--- config.mk ---
export PLATFORM = sky130hd
export DESIGN_NAME = dsmr_telegram_crc_value_parser
export DESIGN_NICKNAME = d
export VERILOG_FILES = /design/src/dsmr_pkg.sv /design/src/dsmr_telegram_crc_value_parser.sv
export SDC_FILE = /design/constraint.sdc
export NUM_CORES = 1
export LEC_CHECK = 0
export ABC_AREA = 1
export BUFFER_PORTS_ARGS = -buffer_cell sky130_fd_sc_hd__buf_4
export CORE_MARGIN = 3
export CORE_UTILIZATION = 50
export DETAILED_ROUTE_END_ITERATION = 10
export PLACE_DENSITY = 0.69
export SLEW_MARGIN = 30
export SYNTH_ARGS = -nofsm -noshare
export SYNTH_HDL_FRONTEND = slang
export SYNTH_SLANG_ARGS = --single-unit
export TNS_END_PERCENT = 10
--- constraint.sdc ---
create_clock -name clk -period 5.8 [get_ports clk]
set_input_delay 0.58 -clock clk [delete_from_list [all_inputs] [get_ports clk]]
set_output_delay 0.58 -clock clk [all_outputs]
set_load 0.05 [all_outputs]
--- src/dsmr_pkg.sv ---
`timescale 1ns / 1ps

package dsmr_pkg;

  // Line and value limits
  localparam int MAX_LINE    = 1024;
  localparam int VALUE_CHARS = 15;
  localparam int LINE_POS_W  = $clog2(MAX_LINE + 1);
  localparam int CAP_LEN_W   = 5;
  localparam logic [CAP_LEN_W-1:0] CAP_LEN_MAX = '1;

  // Prefix table
  localparam int NPFX        = 21;
  localparam int PFX_MAX_LEN = 11;
  localparam int PFX_POS_W   = $clog2(PFX_MAX_LEN);
  localparam int CODE_W      = 5;
  localparam logic [NPFX-1:0] INT_CODES = 21'h1F0000;

  localparam logic [8*PFX_MAX_LEN-1:0] PFX_TEXT [NPFX] = '{
    "1-0:1.8.1", "1-0:1.8.2", "1-0:2.8.1", "1-0:2.8.2", "1-0:1.7.0",
    "1-0:2.7.0", "1-0:21.7.0", "1-0:41.7.0", "1-0:61.7.0", "1-0:31.7.0",
    "1-0:51.7.0", "1-0:71.7.0", "1-0:32.7.0", "1-0:52.7.0", "1-0:72.7.0",
    "0-1:24.2.1", "0-0:96.14.0", "0-0:96.7.21", "0-0:96.7.9", "1-0:32.32.0",
    "1-0:32.36.0"
  };
  localparam logic [3:0] PFX_LEN [NPFX] = '{
    4'd9, 4'd9, 4'd9, 4'd9, 4'd9, 4'd9, 4'd10, 4'd10, 4'd10, 4'd10, 4'd10,
    4'd10, 4'd10, 4'd10, 4'd10, 4'd10, 4'd11, 4'd11, 4'd10, 4'd11, 4'd11
  };

  // Characters
  localparam logic [7:0] CH_NUL    = 8'h00;
  localparam logic [7:0] CH_LF     = 8'h0A;
  localparam logic [7:0] CH_BANG   = "!";
  localparam logic [7:0] CH_LPAREN = "(";
  localparam logic [7:0] CH_RPAREN = ")";
  localparam logic [7:0] CH_STAR   = "*";
  localparam logic [7:0] CH_DOT    = ".";
  localparam logic [7:0] CH_SLASH  = "/";
  localparam logic [7:0] CH_0      = "0";
  localparam logic [7:0] CH_9      = "9";

  // CRC-16/ARC
  localparam logic [15:0] CRC_POLY   = 16'hA001;
  localparam logic [2:0]  HEX_DIGITS = 3'd4;

  // Value arithmetic
  localparam int VALUE_W = 63;
  localparam int TERM_W  = 14;
  localparam logic [VALUE_W-1:0] VALUE_MAX   = '1;
  localparam logic [VALUE_W-1:0] MUL10_LIMIT = VALUE_MAX / 10;
  localparam logic [TERM_W-1:0]  DEC_SCALE   = 14'd1000;

  typedef enum logic [2:0] {
    PH_INT   = 3'd0,
    PH_FRAC1 = 3'd1,
    PH_FRAC2 = 3'd2,
    PH_FRAC3 = 3'd3,
    PH_STOP  = 3'd4,
    PH_NUL   = 3'd5,
    PH_BAD   = 3'd6
  } phase_t;

  typedef struct packed {
    logic                pad;
    logic                crc_ok;
    logic                crc_checked;
    logic                value_valid;
    logic [VALUE_W-1:0]  line_value;
    logic [CODE_W-1:0]   line_code;
  } result_t;

  function automatic logic [15:0] crc_byte(input logic [15:0] c_in, input logic [7:0] b);
    logic [15:0] c;
    c = c_in ^ {8'h00, b};
    for (int i = 0; i < 8; i++) begin
      c = c[0] ? ((c >> 1) ^ CRC_POLY) : (c >> 1);
    end
    return c;
  endfunction

  // Bit 4 set when the byte is a hex digit, bits 3..0 its value
  function automatic logic [4:0] hex_value(input logic [7:0] b);
    logic [4:0] r;
    r = 5'd0;
    if (b >= "0" && b <= "9") begin
      r = {1'b1, b[3:0]};
    end else if ((b >= "a" && b <= "f") || (b >= "A" && b <= "F")) begin
      r = {1'b1, b[3:0] + 4'd9};
    end
    return r;
  endfunction

  function automatic logic [7:0] pfx_char(input int k, input logic [PFX_POS_W-1:0] pos);
    int sh;
    sh = int'(PFX_LEN[k]) - 1 - int'(pos);
    if (sh < 0) begin
      return 8'h00;
    end
    return PFX_TEXT[k][8*sh +: 8];
  endfunction

endpackage

--- src/dsmr_telegram_crc_value_parser.sv ---
`timescale 1ns / 1ps

// Channel   Dir  Width  Contents
// s_*       in   8      request byte: rx_byte
// m_*       out  72     line_code, line_value, value_valid, crc_checked, crc_ok
//
// One byte per cycle sustained while the result side does not stall: a byte is
// registered on input and its CRC, prefix and value update resolves from that register, single pass.
// A newline loads the result register; it can be followed by a byte at once.
// Reset (rst, synchronous) clears the CRC, line and capture state.
// The input stalls only when a newline meets a full, untaken result register.
module dsmr_telegram_crc_value_parser
  import dsmr_pkg::*;
(
  input  logic        clk,
  input  logic        rst,
  input  logic        s_tvalid,
  output logic        s_tready,
  input  logic [7:0]  s_tdata,   // [7:0] rx_byte
  output logic        m_tvalid,
  input  logic        m_tready,
  output logic [71:0] m_tdata    // [4:0] line_code, [67:5] line_value, [68] value_valid,
                                 // [69] crc_checked, [70] crc_ok, [71] zero
);

  // Input stage
  logic       in_valid;
  logic [7:0] in_byte;
  logic       advance;
  logic       is_nl;

  // Telegram and line state
  logic [15:0]           crc_accum, crc_accum_next;
  logic                  crc_running, crc_running_next;
  logic [2:0]            hex_count, hex_count_next;
  logic [15:0]           crc_received, crc_received_next;
  logic                  bang_seen, bang_seen_next;
  logic [LINE_POS_W-1:0] line_pos, line_pos_next;
  logic [NPFX-1:0]       prefix_alive, prefix_alive_next;
  logic [CAP_LEN_W-1:0]  capture_len, capture_len_next;
  logic [VALUE_W-1:0]    capture_accum, capture_accum_next;
  logic                  cap_open, cap_open_next;
  phase_t                cap_phase, cap_phase_next;
  logic [VALUE_W-1:0]    latched_value, latched_value_next;
  logic                  latched_valid, latched_valid_next;

  result_t result;
  logic    out_valid;
  result_t out_data;

  // Datapath helpers
  logic [4:0]        hex;
  logic              int_mode;
  logic [7:0]        end_char;
  logic              is_digit;
  logic [3:0]        digit;
  logic [TERM_W-1:0] term;
  logic [63:0]       add_a;
  logic [63:0]       add_b;
  logic [63:0]       sum;
  logic              over;
  logic              digit_add;

  assign is_nl    = (in_byte == CH_LF);
  assign advance  = in_valid && (!is_nl || !out_valid || m_tready);
  assign s_tready = !in_valid || advance;
  assign m_tvalid = out_valid;
  assign m_tdata  = out_data;

  assign is_digit = (in_byte >= CH_0) && (in_byte <= CH_9);
  assign digit    = in_byte[3:0];
  assign hex      = hex_value(in_byte);

  // Saturating accumulate: ten times the value plus a digit term in the
  // integer phase, value plus a weighted digit in the fraction phases.
  always_comb begin
    unique case (cap_phase)
      PH_FRAC1: term = TERM_W'(digit) * TERM_W'(100);
      PH_FRAC2: term = TERM_W'(digit) * TERM_W'(10);
      PH_FRAC3: term = TERM_W'(digit);
      default:  term = int_mode ? TERM_W'(digit) : TERM_W'(digit) * DEC_SCALE;
    endcase
    if (cap_phase == PH_INT) begin
      add_a = {capture_accum[60:0], 3'b000};
      add_b = {capture_accum[62:0], 1'b0};
      over  = capture_accum > MUL10_LIMIT;
    end else begin
      add_a = {1'b0, capture_accum};
      add_b = 64'd0;
      over  = 1'b0;
    end
    sum = add_a + add_b + 64'(term);
  end

  always_comb begin
    crc_accum_next     = crc_accum;
    crc_running_next   = crc_running;
    hex_count_next     = hex_count;
    crc_received_next  = crc_received;
    bang_seen_next     = bang_seen;
    line_pos_next      = line_pos;
    prefix_alive_next  = prefix_alive;
    capture_len_next   = capture_len;
    capture_accum_next = capture_accum;
    cap_open_next      = cap_open;
    cap_phase_next     = cap_phase;
    latched_value_next = latched_value;
    latched_valid_next = latched_valid;
    result             = '0;
    int_mode           = 1'b0;
    end_char           = CH_STAR;
    digit_add          = 1'b0;

    // CRC and received hex field
    if (in_byte == CH_SLASH) begin
      crc_accum_next    = crc_byte(16'h0000, in_byte);
      crc_running_next  = 1'b1;
      bang_seen_next    = 1'b0;
      hex_count_next    = '0;
      crc_received_next = '0;
    end else begin
      if (bang_seen && hex_count < HEX_DIGITS) begin
        if (hex[4]) begin
          crc_received_next = {crc_received[11:0], hex[3:0]};
          hex_count_next    = hex_count + 3'd1;
        end else begin
          hex_count_next = HEX_DIGITS;
        end
      end
      if (in_byte == CH_BANG) begin
        crc_accum_next    = crc_byte(crc_accum, in_byte);
        crc_running_next  = 1'b0;
        bang_seen_next    = 1'b1;
        hex_count_next    = '0;
        crc_received_next = '0;
      end else if (crc_running) begin
        crc_accum_next = crc_byte(crc_accum, in_byte);
      end
    end

    if (is_nl) begin
      if (line_pos < LINE_POS_W'(MAX_LINE - 1)) begin
        // Lowest matching table entry wins
        for (int k = NPFX - 1; k >= 0; k--) begin
          if (prefix_alive[k] && line_pos >= LINE_POS_W'(PFX_LEN[k])) begin
            result.line_code = CODE_W'(k + 1);
          end
        end
        if (result.line_code != '0 && latched_valid) begin
          result.line_value  = latched_value;
          result.value_valid = 1'b1;
        end
        result.crc_checked = bang_seen_next;
        result.crc_ok      = bang_seen_next && (crc_received_next == crc_accum_next);
      end
      if (bang_seen_next) begin
        crc_accum_next = '0;
      end
      // Start a fresh line
      line_pos_next      = '0;
      prefix_alive_next  = '1;
      capture_len_next   = '0;
      capture_accum_next = '0;
      cap_open_next      = 1'b0;
      cap_phase_next     = PH_INT;
      latched_value_next = '0;
      latched_valid_next = 1'b0;
      bang_seen_next     = 1'b0;
      hex_count_next     = '0;
      crc_received_next  = '0;
    end else begin
      if (line_pos < LINE_POS_W'(PFX_MAX_LEN)) begin
        for (int k = 0; k < NPFX; k++) begin
          if (line_pos < LINE_POS_W'(PFX_LEN[k]) &&
              pfx_char(k, line_pos[PFX_POS_W-1:0]) != in_byte) begin
            prefix_alive_next[k] = 1'b0;
          end
        end
      end
      if (line_pos < LINE_POS_W'(MAX_LINE)) begin
        line_pos_next = line_pos + 1'b1;
      end

      int_mode = |(prefix_alive_next & INT_CODES);
      end_char = int_mode ? CH_RPAREN : CH_STAR;

      if (in_byte == CH_LPAREN) begin
        capture_len_next   = '0;
        capture_accum_next = '0;
        cap_open_next      = 1'b1;
        cap_phase_next     = PH_INT;
        latched_value_next = '0;
        latched_valid_next = 1'b0;
      end else begin
        if (in_byte == end_char) begin
          latched_valid_next = cap_open && cap_phase != PH_BAD && capture_len != '0 &&
                               capture_len <= CAP_LEN_W'(VALUE_CHARS);
          latched_value_next = latched_valid_next ? capture_accum : '0;
        end
        if (capture_len != CAP_LEN_MAX) begin
          capture_len_next = capture_len + 1'b1;
        end
        if (cap_phase != PH_NUL && cap_phase != PH_BAD) begin
          if (in_byte == CH_NUL) begin
            cap_phase_next = PH_NUL;
          end else if (is_digit) begin
            case (cap_phase) inside
              PH_INT: begin
                digit_add = 1'b1;
              end
              PH_FRAC1, PH_FRAC2, PH_FRAC3: begin
                digit_add      = 1'b1;
                cap_phase_next = phase_t'(cap_phase + 3'd1);
              end
              default: begin
              end
            endcase
          end else if (in_byte == CH_DOT) begin
            if (cap_phase == PH_INT && !int_mode) begin
              cap_phase_next = PH_FRAC1;
            end else if (cap_phase < PH_STOP) begin
              cap_phase_next = PH_STOP;
            end
          end else begin
            cap_phase_next = PH_BAD;
          end
          if (digit_add) begin
            capture_accum_next = (over || sum[63]) ? VALUE_MAX : sum[VALUE_W-1:0];
          end
        end
      end
    end
  end

  always_ff @(posedge clk) begin
    if (rst) begin
      in_valid <= 1'b0;
    end else if (s_tvalid && s_tready) begin
      in_valid <= 1'b1;
    end else if (advance) begin
      in_valid <= 1'b0;
    end
    if (s_tvalid && s_tready) begin
      in_byte <= s_tdata;
    end
  end

  always_ff @(posedge clk) begin
    if (rst) begin
      crc_accum     <= '0;
      crc_running   <= 1'b0;
      hex_count     <= '0;
      crc_received  <= '0;
      bang_seen     <= 1'b0;
      line_pos      <= '0;
      prefix_alive  <= '1;
      capture_len   <= '0;
      capture_accum <= '0;
      cap_open      <= 1'b0;
      cap_phase     <= PH_INT;
      latched_value <= '0;
      latched_valid <= 1'b0;
    end else if (advance) begin
      crc_accum     <= crc_accum_next;
      crc_running   <= crc_running_next;
      hex_count     <= hex_count_next;
      crc_received  <= crc_received_next;
      bang_seen     <= bang_seen_next;
      line_pos      <= line_pos_next;
      prefix_alive  <= prefix_alive_next;
      capture_len   <= capture_len_next;
      capture_accum <= capture_accum_next;
      cap_open      <= cap_open_next;
      cap_phase     <= cap_phase_next;
      latched_value <= latched_value_next;
      latched_valid <= latched_valid_next;
    end
  end

  always_ff @(posedge clk) begin
    if (rst) begin
      out_valid <= 1'b0;
    end else if (advance && is_nl) begin
      out_valid <= 1'b1;
    end else if (m_tready) begin
      out_valid <= 1'b0;
    end
    if (advance && is_nl) begin
      out_data <= result;
    end
  end

  a_hex_count_range: assert property (@(posedge clk) disable iff (rst)
    hex_count <= HEX_DIGITS)
    else $error("hex digit count out of range");

  a_bang_stops_crc: assert property (@(posedge clk) disable iff (rst)
    bang_seen |-> !crc_running)
    else $error("telegram end seen while CRC still running");

  a_ok_needs_check: assert property (@(posedge clk) disable iff (rst)
    m_tvalid |-> (!out_data.crc_ok || out_data.crc_checked))
    else $error("CRC ok without a checked telegram end");

  a_valid_needs_code: assert property (@(posedge clk) disable iff (rst)
    m_tvalid |-> (!out_data.value_valid || out_data.line_code != '0))
    else $error("valid value on a line with no known code");

  a_line_pos_cap: assert property (@(posedge clk) disable iff (rst)
    line_pos <= LINE_POS_W'(MAX_LINE))
    else $error("line position past its saturation point");

endmodule

# Yosys cells after proc, flatten, opt, wreduce, memory -nomap -nowiden
# Index checks and enable logic that the tools add are counted.
[totals]
out_inout_bits = 74
in_bits = 12
ff_bits = 286
word_cells = 478
[op_classes]
magnitude_cmp = 21
n_mul = 3
bitwise_logic = 17
eq_ne = 37
muxes = 208
reduce_logical = 124
n_addsub = 10
shift = 21
[op_table]
columns = ["operator", "n"]
rows = [
  ["$shiftx 88x8->8 const A", 21],
  ["$mux 63", 9],
  ["$mux 8", 66],
  ["$mux 16", 26],
  ["$mux 64", 3],
  ["$ne 8x8->1", 21],
  ["$mux 5", 28],
  ["$add 64x14->64", 1],
  ["$add 64x64->64", 1],
  ["$gt 63x60->1 const B", 1],
  ["$mux 21", 3],
  ["$logic_and 1x1->1", 56],
  ["$reduce_and 3->1", 18],
  ["$mux 1", 53],
  ["$mux 3", 15],
  ["$not 2->3", 15],
  ["$reduce_bool 2->1", 22],
  ["$pmux 14 s3", 1],
  ["$ge 11x4->1 const B", 3],
  ["$lt 11x4->1 const B", 3],
  ["$eq 8x6->1 const B", 4],
  ["$mux 11", 2],
  ["$eq 16x16->1", 1],
  ["$ge 8x7->1 const B", 2],
  ["40 further kinds", 66],
]

# Logic depth before layout (Yosys ltp)
[logic_depth]
word_depth = 28
mapped_depth = 43
mapped_depth_nobuf = 42

# Worst setup path before layout
# Ideal clock, no wire load.
[synth_path]
path_type = "register to register"
startpoint = "register line_pos[0]"
endpoint = "register capture_accum[52]"
arrival_ps = 6131
required_time_ps = 5668
stages_incl_launch_ff = 40
period_less_slack_ps = 6264
path_slack_ps = -464
n_path_buf = 3
setup_time_ps = 132
path_cell_list = "dfxtp_1 -> inv_1 -> buf_2 -> ha_1 -> buf_2 -> nand2_1 -> nor2_1 -> nand2_1 -> nand2_2 -> nand2_2 -> nand3_1 -> nand3b_1 -> nor2_1 -> nand2_1 -> nand2_1 -> nand2_1 -> nand2_1 -> inv_2 -> [... 4 more ...] -> o31a_1 -> fa_1 -> inv_1 -> ha_1 -> fa_1 -> nand3_1 -> nand3_1 -> a21oi_1 -> o21ai_2 -> a21boi_0 -> o21ai_1 -> a21oi_1 -> o21ai_0 -> xor2_1 -> buf_2 -> nand3_1 -> nand2_1 -> a21oi_1"
[synth_via]
elab_chain_len = 24
word_cells_on_any_way = 60
classes_between = "3 x add/sub; 4 x order compare; 5 x eq/ne; 5 x shift; 36 x mux; 7 x reduce/logical"
[synth_lines]
columns = ["element", "line", "source"]
rows = [
  ["start, declared", "dsmr_telegram_crc_value_parser.sv:38", "logic [LINE_POS_W-1:0] line_pos, line_pos_next;"],
  ["start signal, assigned", "dsmr_telegram_crc_value_parser.sv:269", "line_pos <= line_pos_next;"],
  ["$sub 4x4->5", "dsmr_pkg.sv:96", "sh = int'(PFX_LEN[k]) - 1 - int'(pos);"],
  ["$lt 5x1->1", "dsmr_pkg.sv:97", "if (sh < 0) begin"],
  ["$mux 1", "dsmr_pkg.sv:97", ""],
  ["$mux 1", "dsmr_telegram_crc_value_parser.sv:172", "if (line_pos < LINE_POS_W'(PFX_MAX_LEN)) begin"],
  ["$mux 1", "dsmr_telegram_crc_value_parser.sv:141", "if (is_nl) begin"],
  ["$mux 8", "dsmr_pkg.sv:100", "return PFX_TEXT[k][8*sh +: 8];"],
  ["$mux 8", "dsmr_telegram_crc_value_parser.sv:172", ""],
  ["$mux 8", "dsmr_telegram_crc_value_parser.sv:141", ""],
  ["[... 8 more ...]", "-", ""],
  ["$pmux 14 s3 *", "dsmr_telegram_crc_value_parser.sv:77", "unique case (cap_phase)"],
  ["$add 64x14->64 *", "dsmr_telegram_crc_value_parser.sv:92", "sum = add_a + add_b + 64'(term);"],
  ["$logic_or 1x1->1", "dsmr_telegram_crc_value_parser.sv:228", "capture_accum_next = (over || sum[63]) ? VALUE_MAX : sum[VALUE_W-1:0];"],
  ["$mux 63 *", "dsmr_telegram_crc_value_parser.sv:228", ""],
  ["$mux 63 *", "dsmr_telegram_crc_value_parser.sv:227", "if (digit_add) begin"],
  ["$mux 63 *", "dsmr_telegram_crc_value_parser.sv:203", "if (cap_phase != PH_NUL && cap_phase != PH_BAD) begin"],
  ["$mux 63 *", "dsmr_telegram_crc_value_parser.sv:187", "if (in_byte == CH_LPAREN) begin"],
  ["$mux 63 *", "dsmr_telegram_crc_value_parser.sv:141", ""],
  ["end signal, assigned", "dsmr_telegram_crc_value_parser.sv:272", "capture_accum <= capture_accum_next;"],
  ["end, declared", "dsmr_telegram_crc_value_parser.sv:41", "logic [VALUE_W-1:0] capture_accum, capture_accum_next;"],
]
# Every way passes the cells marked *; elsewhere a longest branch is shown, timed or not. The select of a mux whose other input is x is not followed.
# A chain may end at the register's enable or synchronous reset.

# Worst setup path in the final report
[layout_path]
startpoint = "register line_pos[1]"
endpoint = "register capture_accum[5]"
# The elaborated chain is that of the path after synthesis.

==> run_results.csv <==
group,metric,value,unit
outcome,status,"finished, violations left",
outcome,violations,"negative setup slack",
logic_synthesis,syn-num-nets,3452,
setup_path,cpMaxStageDelayCell,"fa_1",
route,num_vias,23051,
setup_path,cp_common_cell,"nand2_2",
floorplanning,core,44510,sq um
logic_synthesis,syn_avg_cell_area,6.998,sq um
floorplanning,die_w,219.2,um
global_routing,grt_overflow,0,
floorplanning,die_h,219.2,um
timing,worstMarginPinSlew,0.9141,ns
route,routedWlPerCell,17.85,um
cts,htreeDepth,2,
cts,cts_buffers,35,
logic_synthesis,yosysTopAreaCell,"dfxtp_1",
floorplanning,num_rows,77,
placement,hpwl,53190,um
global_routing,antenna_found_initial,1,
final_layout,area_growth,19.88,%
power,ir_drop,189.2,uV
logic_synthesis,synthSimpleGateAreaFrac,28.23,%
cts,clk_pin_slew,0.06,ns
global_routing,grt_pass1_vias,21279,
route,postRouteAntennaNets,0,
placement,io_buffer_count,84,
placement,gp_congestion,0.9793,
floorplanning,start_util,51.04,%
global_routing,grt_pass1_wl,114100,um
floorplanning,die_area,48030,sq um
setup_path,arrival,6.27,ns
logic_synthesis,synth_compound_area_share,16.77,%
logic_synthesis,synthMuxAreaShare,0,%
logic_synthesis,async_flop_share,0,%
global_routing,grt_max_degree,90,
setup_path,worstSetupEndpointType,"register",
global_routing,track_usage,29.49,%
power,cellLeakagePower,11.87,nW
timing,timing.fmax,171.1,MHz
timing,timing.slew.headroom,39.06,%
logic_synthesis,synth_xor_area_share,5.084,%
timing,finalSetupViolations,16,
final_layout,drive_above_1_share,17.86,%
logic_synthesis,ys_types,68,
placement,dp_cells,3982,
timing,timing.final.ws_setup,-0.04414,ns
route,viasPerCell,5.643,
logic_synthesis,synthFlopType,"dfxtp_1",
logic_synthesis,synth_fa_ha_area_share,11.45,%
timing,hold_viol_final,0,
logic_synthesis,synth_edf_count,79,
logic_synthesis,yosys_register_bits,286,
cts,cts.root.buffer_cell,"clkbuf_16",
route,drt_iter0_markers,2175,
logic_synthesis,synth_top_family_by_area,"simple AND/OR/NAND/NOR gates",
logic_synthesis,ys_seq_area_share,28.68,%
setup_path,critical_path_class,"register to register",
timing,clock_skew,0.03240,ns
floorplanning,io_pins,86,
route,drc,0,
cts,cts_tree,"done",
logic_synthesis,synth.cell_area,22720,sq um
final_layout,nNetsFinal,3672,
setup_path,worst_setup_path_start_kind,"register",
logic_synthesis,synthTopCellsByArea,"dfxtp_1 18%, nand2_1 11%, edfxtp_1 10%",
logic_synthesis,syn-instance-count,3246,
cts,cts.sinks,286,
min_path,hold_path_class,"input port to register",
cts,cts_hold_buf,0,
setup_path,critical_path.max_stage_delay,0.54,ns
placement,dp_slack,-0.6709,ns
final_layout,antennaDiodeCount,0,
timing,post-route-period-util,100.8,%
timing,fin_crit,5.844,ns
setup_path,crit_path_max_fanout,5,
cts,ctsLongestPathBuffers,3,
logic_synthesis,synth_top_cell_area_share,18.24,%
logic_synthesis,yosys_warnings,0,
power,total_power,5.271,mW
run,cap_violations,0,
route,drt_wl_total,72900,um
timing,rsz0062_at_grt,"yes",
final_layout,fin_cells,4085,
power,cellPowerDensity,193.6,nW/um^2
timing,slew_violations,0,
cts,insertion_delay,0.57,ns
setup_path,cp.required,6.22,ns
route,drtPass1Iterations,6,
-- flip-flops by register name (all words and copies together), names as in the netlist, 5 cells and up --
name / flops
crc_accum: 16
crc_received: 16
m_tdata: 71
in_byte: 8
latched_value: 63
line_pos: 11
prefix_alive: 21
capture_accum: 63
capture_len: 5
-- routing by layer --
| layer | global-route usage, % | vias to the layer above | routed length (um) | share of wire (%) |
|---|---|---|---|---|
| met5 | 0 | - | 11 | 0.015 |
| met4 | 6.243 | 2 | 1460 | 2.0 |
| li1 | - | 11219 | - | - |
| met1 | 44.34 | 10863 | 34290 | 47 |
| met3 | 5.788 | 115 | 6184 | 8.5 |
| met2 | 43.65 | 852 | 30960 | 42 |
-- placed cells by master (no fill, tap or decap), types with 59 or more instances in the layout --
cell,n
nor4_1,74
dfxtp_1,204
a21oi_1,282
o21ai_0,131
buf_4,298
nand3_2,81
ha_1,162
o21bai_1,59
nand3_1,131
nor2_1,340
nand2_1,671
inv_1,376
edfxtp_1,79
xor2_1,71
-- final cells by class --
class	instances	area (sq um)
clock buffer	44	929.6
sequential	286	6523
inverter	400	1515
tap	592	740.7
multi-input combinational	2421	14630
fill	4117	17280
timing repair buffer	322	2706
clock inverter	20	187.7
-- synthesized netlist by cell type, drive strengths merged, types with 23 or more instances --
| master | count |
|---|---|
| nand2 | 701 |
| inv | 399 |
| nor2 | 357 |
| a21oi | 320 |
| nand3 | 215 |
| dfxtp | 207 |
| ha | 171 |
| o21ai | 162 |
| clkbuf | 90 |
| edfxtp | 79 |
| nor4 | 75 |
| xor2 | 74 |
| o21bai | 59 |
| xnor2 | 57 |
| buf | 49 |
| nor3 | 38 |
| a31oi | 28 |
| fa | 23 |
-- stage by stage --
stage	hold WS (ns)	area [sq um]	util, %	TNS (ns)
2_1_floorplan	0.4186	22780	-	0
3_3_place_gp	0.4343	25040	56.26	-19.28
3_5_place_dp	0.4359	25050	56.28	-22.88
4_1_cts	0.1797	26680	59.94	-0.01616
5_1_grt	0.1907	27230	61.19	-15.93
6_report	0.2023	27230	61.19	-0.2564
-- logic make-up (layout without fill, tap and decap cells) --
family / Yosys count / in the layout
buffers and inverters: 539 / 786
adder cells (fa/ha/maj): 194 / 194
other: 1 / 1
AO/OA/AOI/OAI: 662 / 662
AND/OR/NAND/NOR: 1433 / 1433
XOR/XNOR: 131 / 131
flip-flops: 286 / 286
-- power breakdown --
part | switching, mW | leakage, nW | internal (mW)
registers | 0.0162 | 2.56 | 2.06
logic | 0.621 | 8.78 | 0.434
clock network | 0.933 | 0.535 | 1.20
-- worst paths after layout --
path	depth (start not counted)	slack (ns)	from	end
max	37	-0.04	line_pos[1]	capture_accum[5]
min	1	0.20	s_tdata[7]	in_byte[7]
max reg2reg	37	-0.04	line_pos[1]	capture_accum[5]
min reg2reg	2	0.45	prefix_alive[14]	prefix_alive[14]
-- worst max-delay path, delay by kind of cell (launching register included) --
family	cells	cell delay (ns)
adders and majority gates	4	1.24
buffers and inverters	8	0.81
xor gates and xnor gates	2	0.35
AOI/OAI and AO/OA	10	1.61
DFF	1	0.33
and+or+nand+nor	13	1.37
-- what timing repair did --
| item | CTS | global route |
|---|---|---|
| pin swaps | 31 | 53 |
| buffers inserted | 26 | 6 |
| setup endpoints to repair | 63 | 63 |
| resized for setup | 57 | 99 |
| cloned | 3 | 4 |
(Power assumes the default switching activity.)
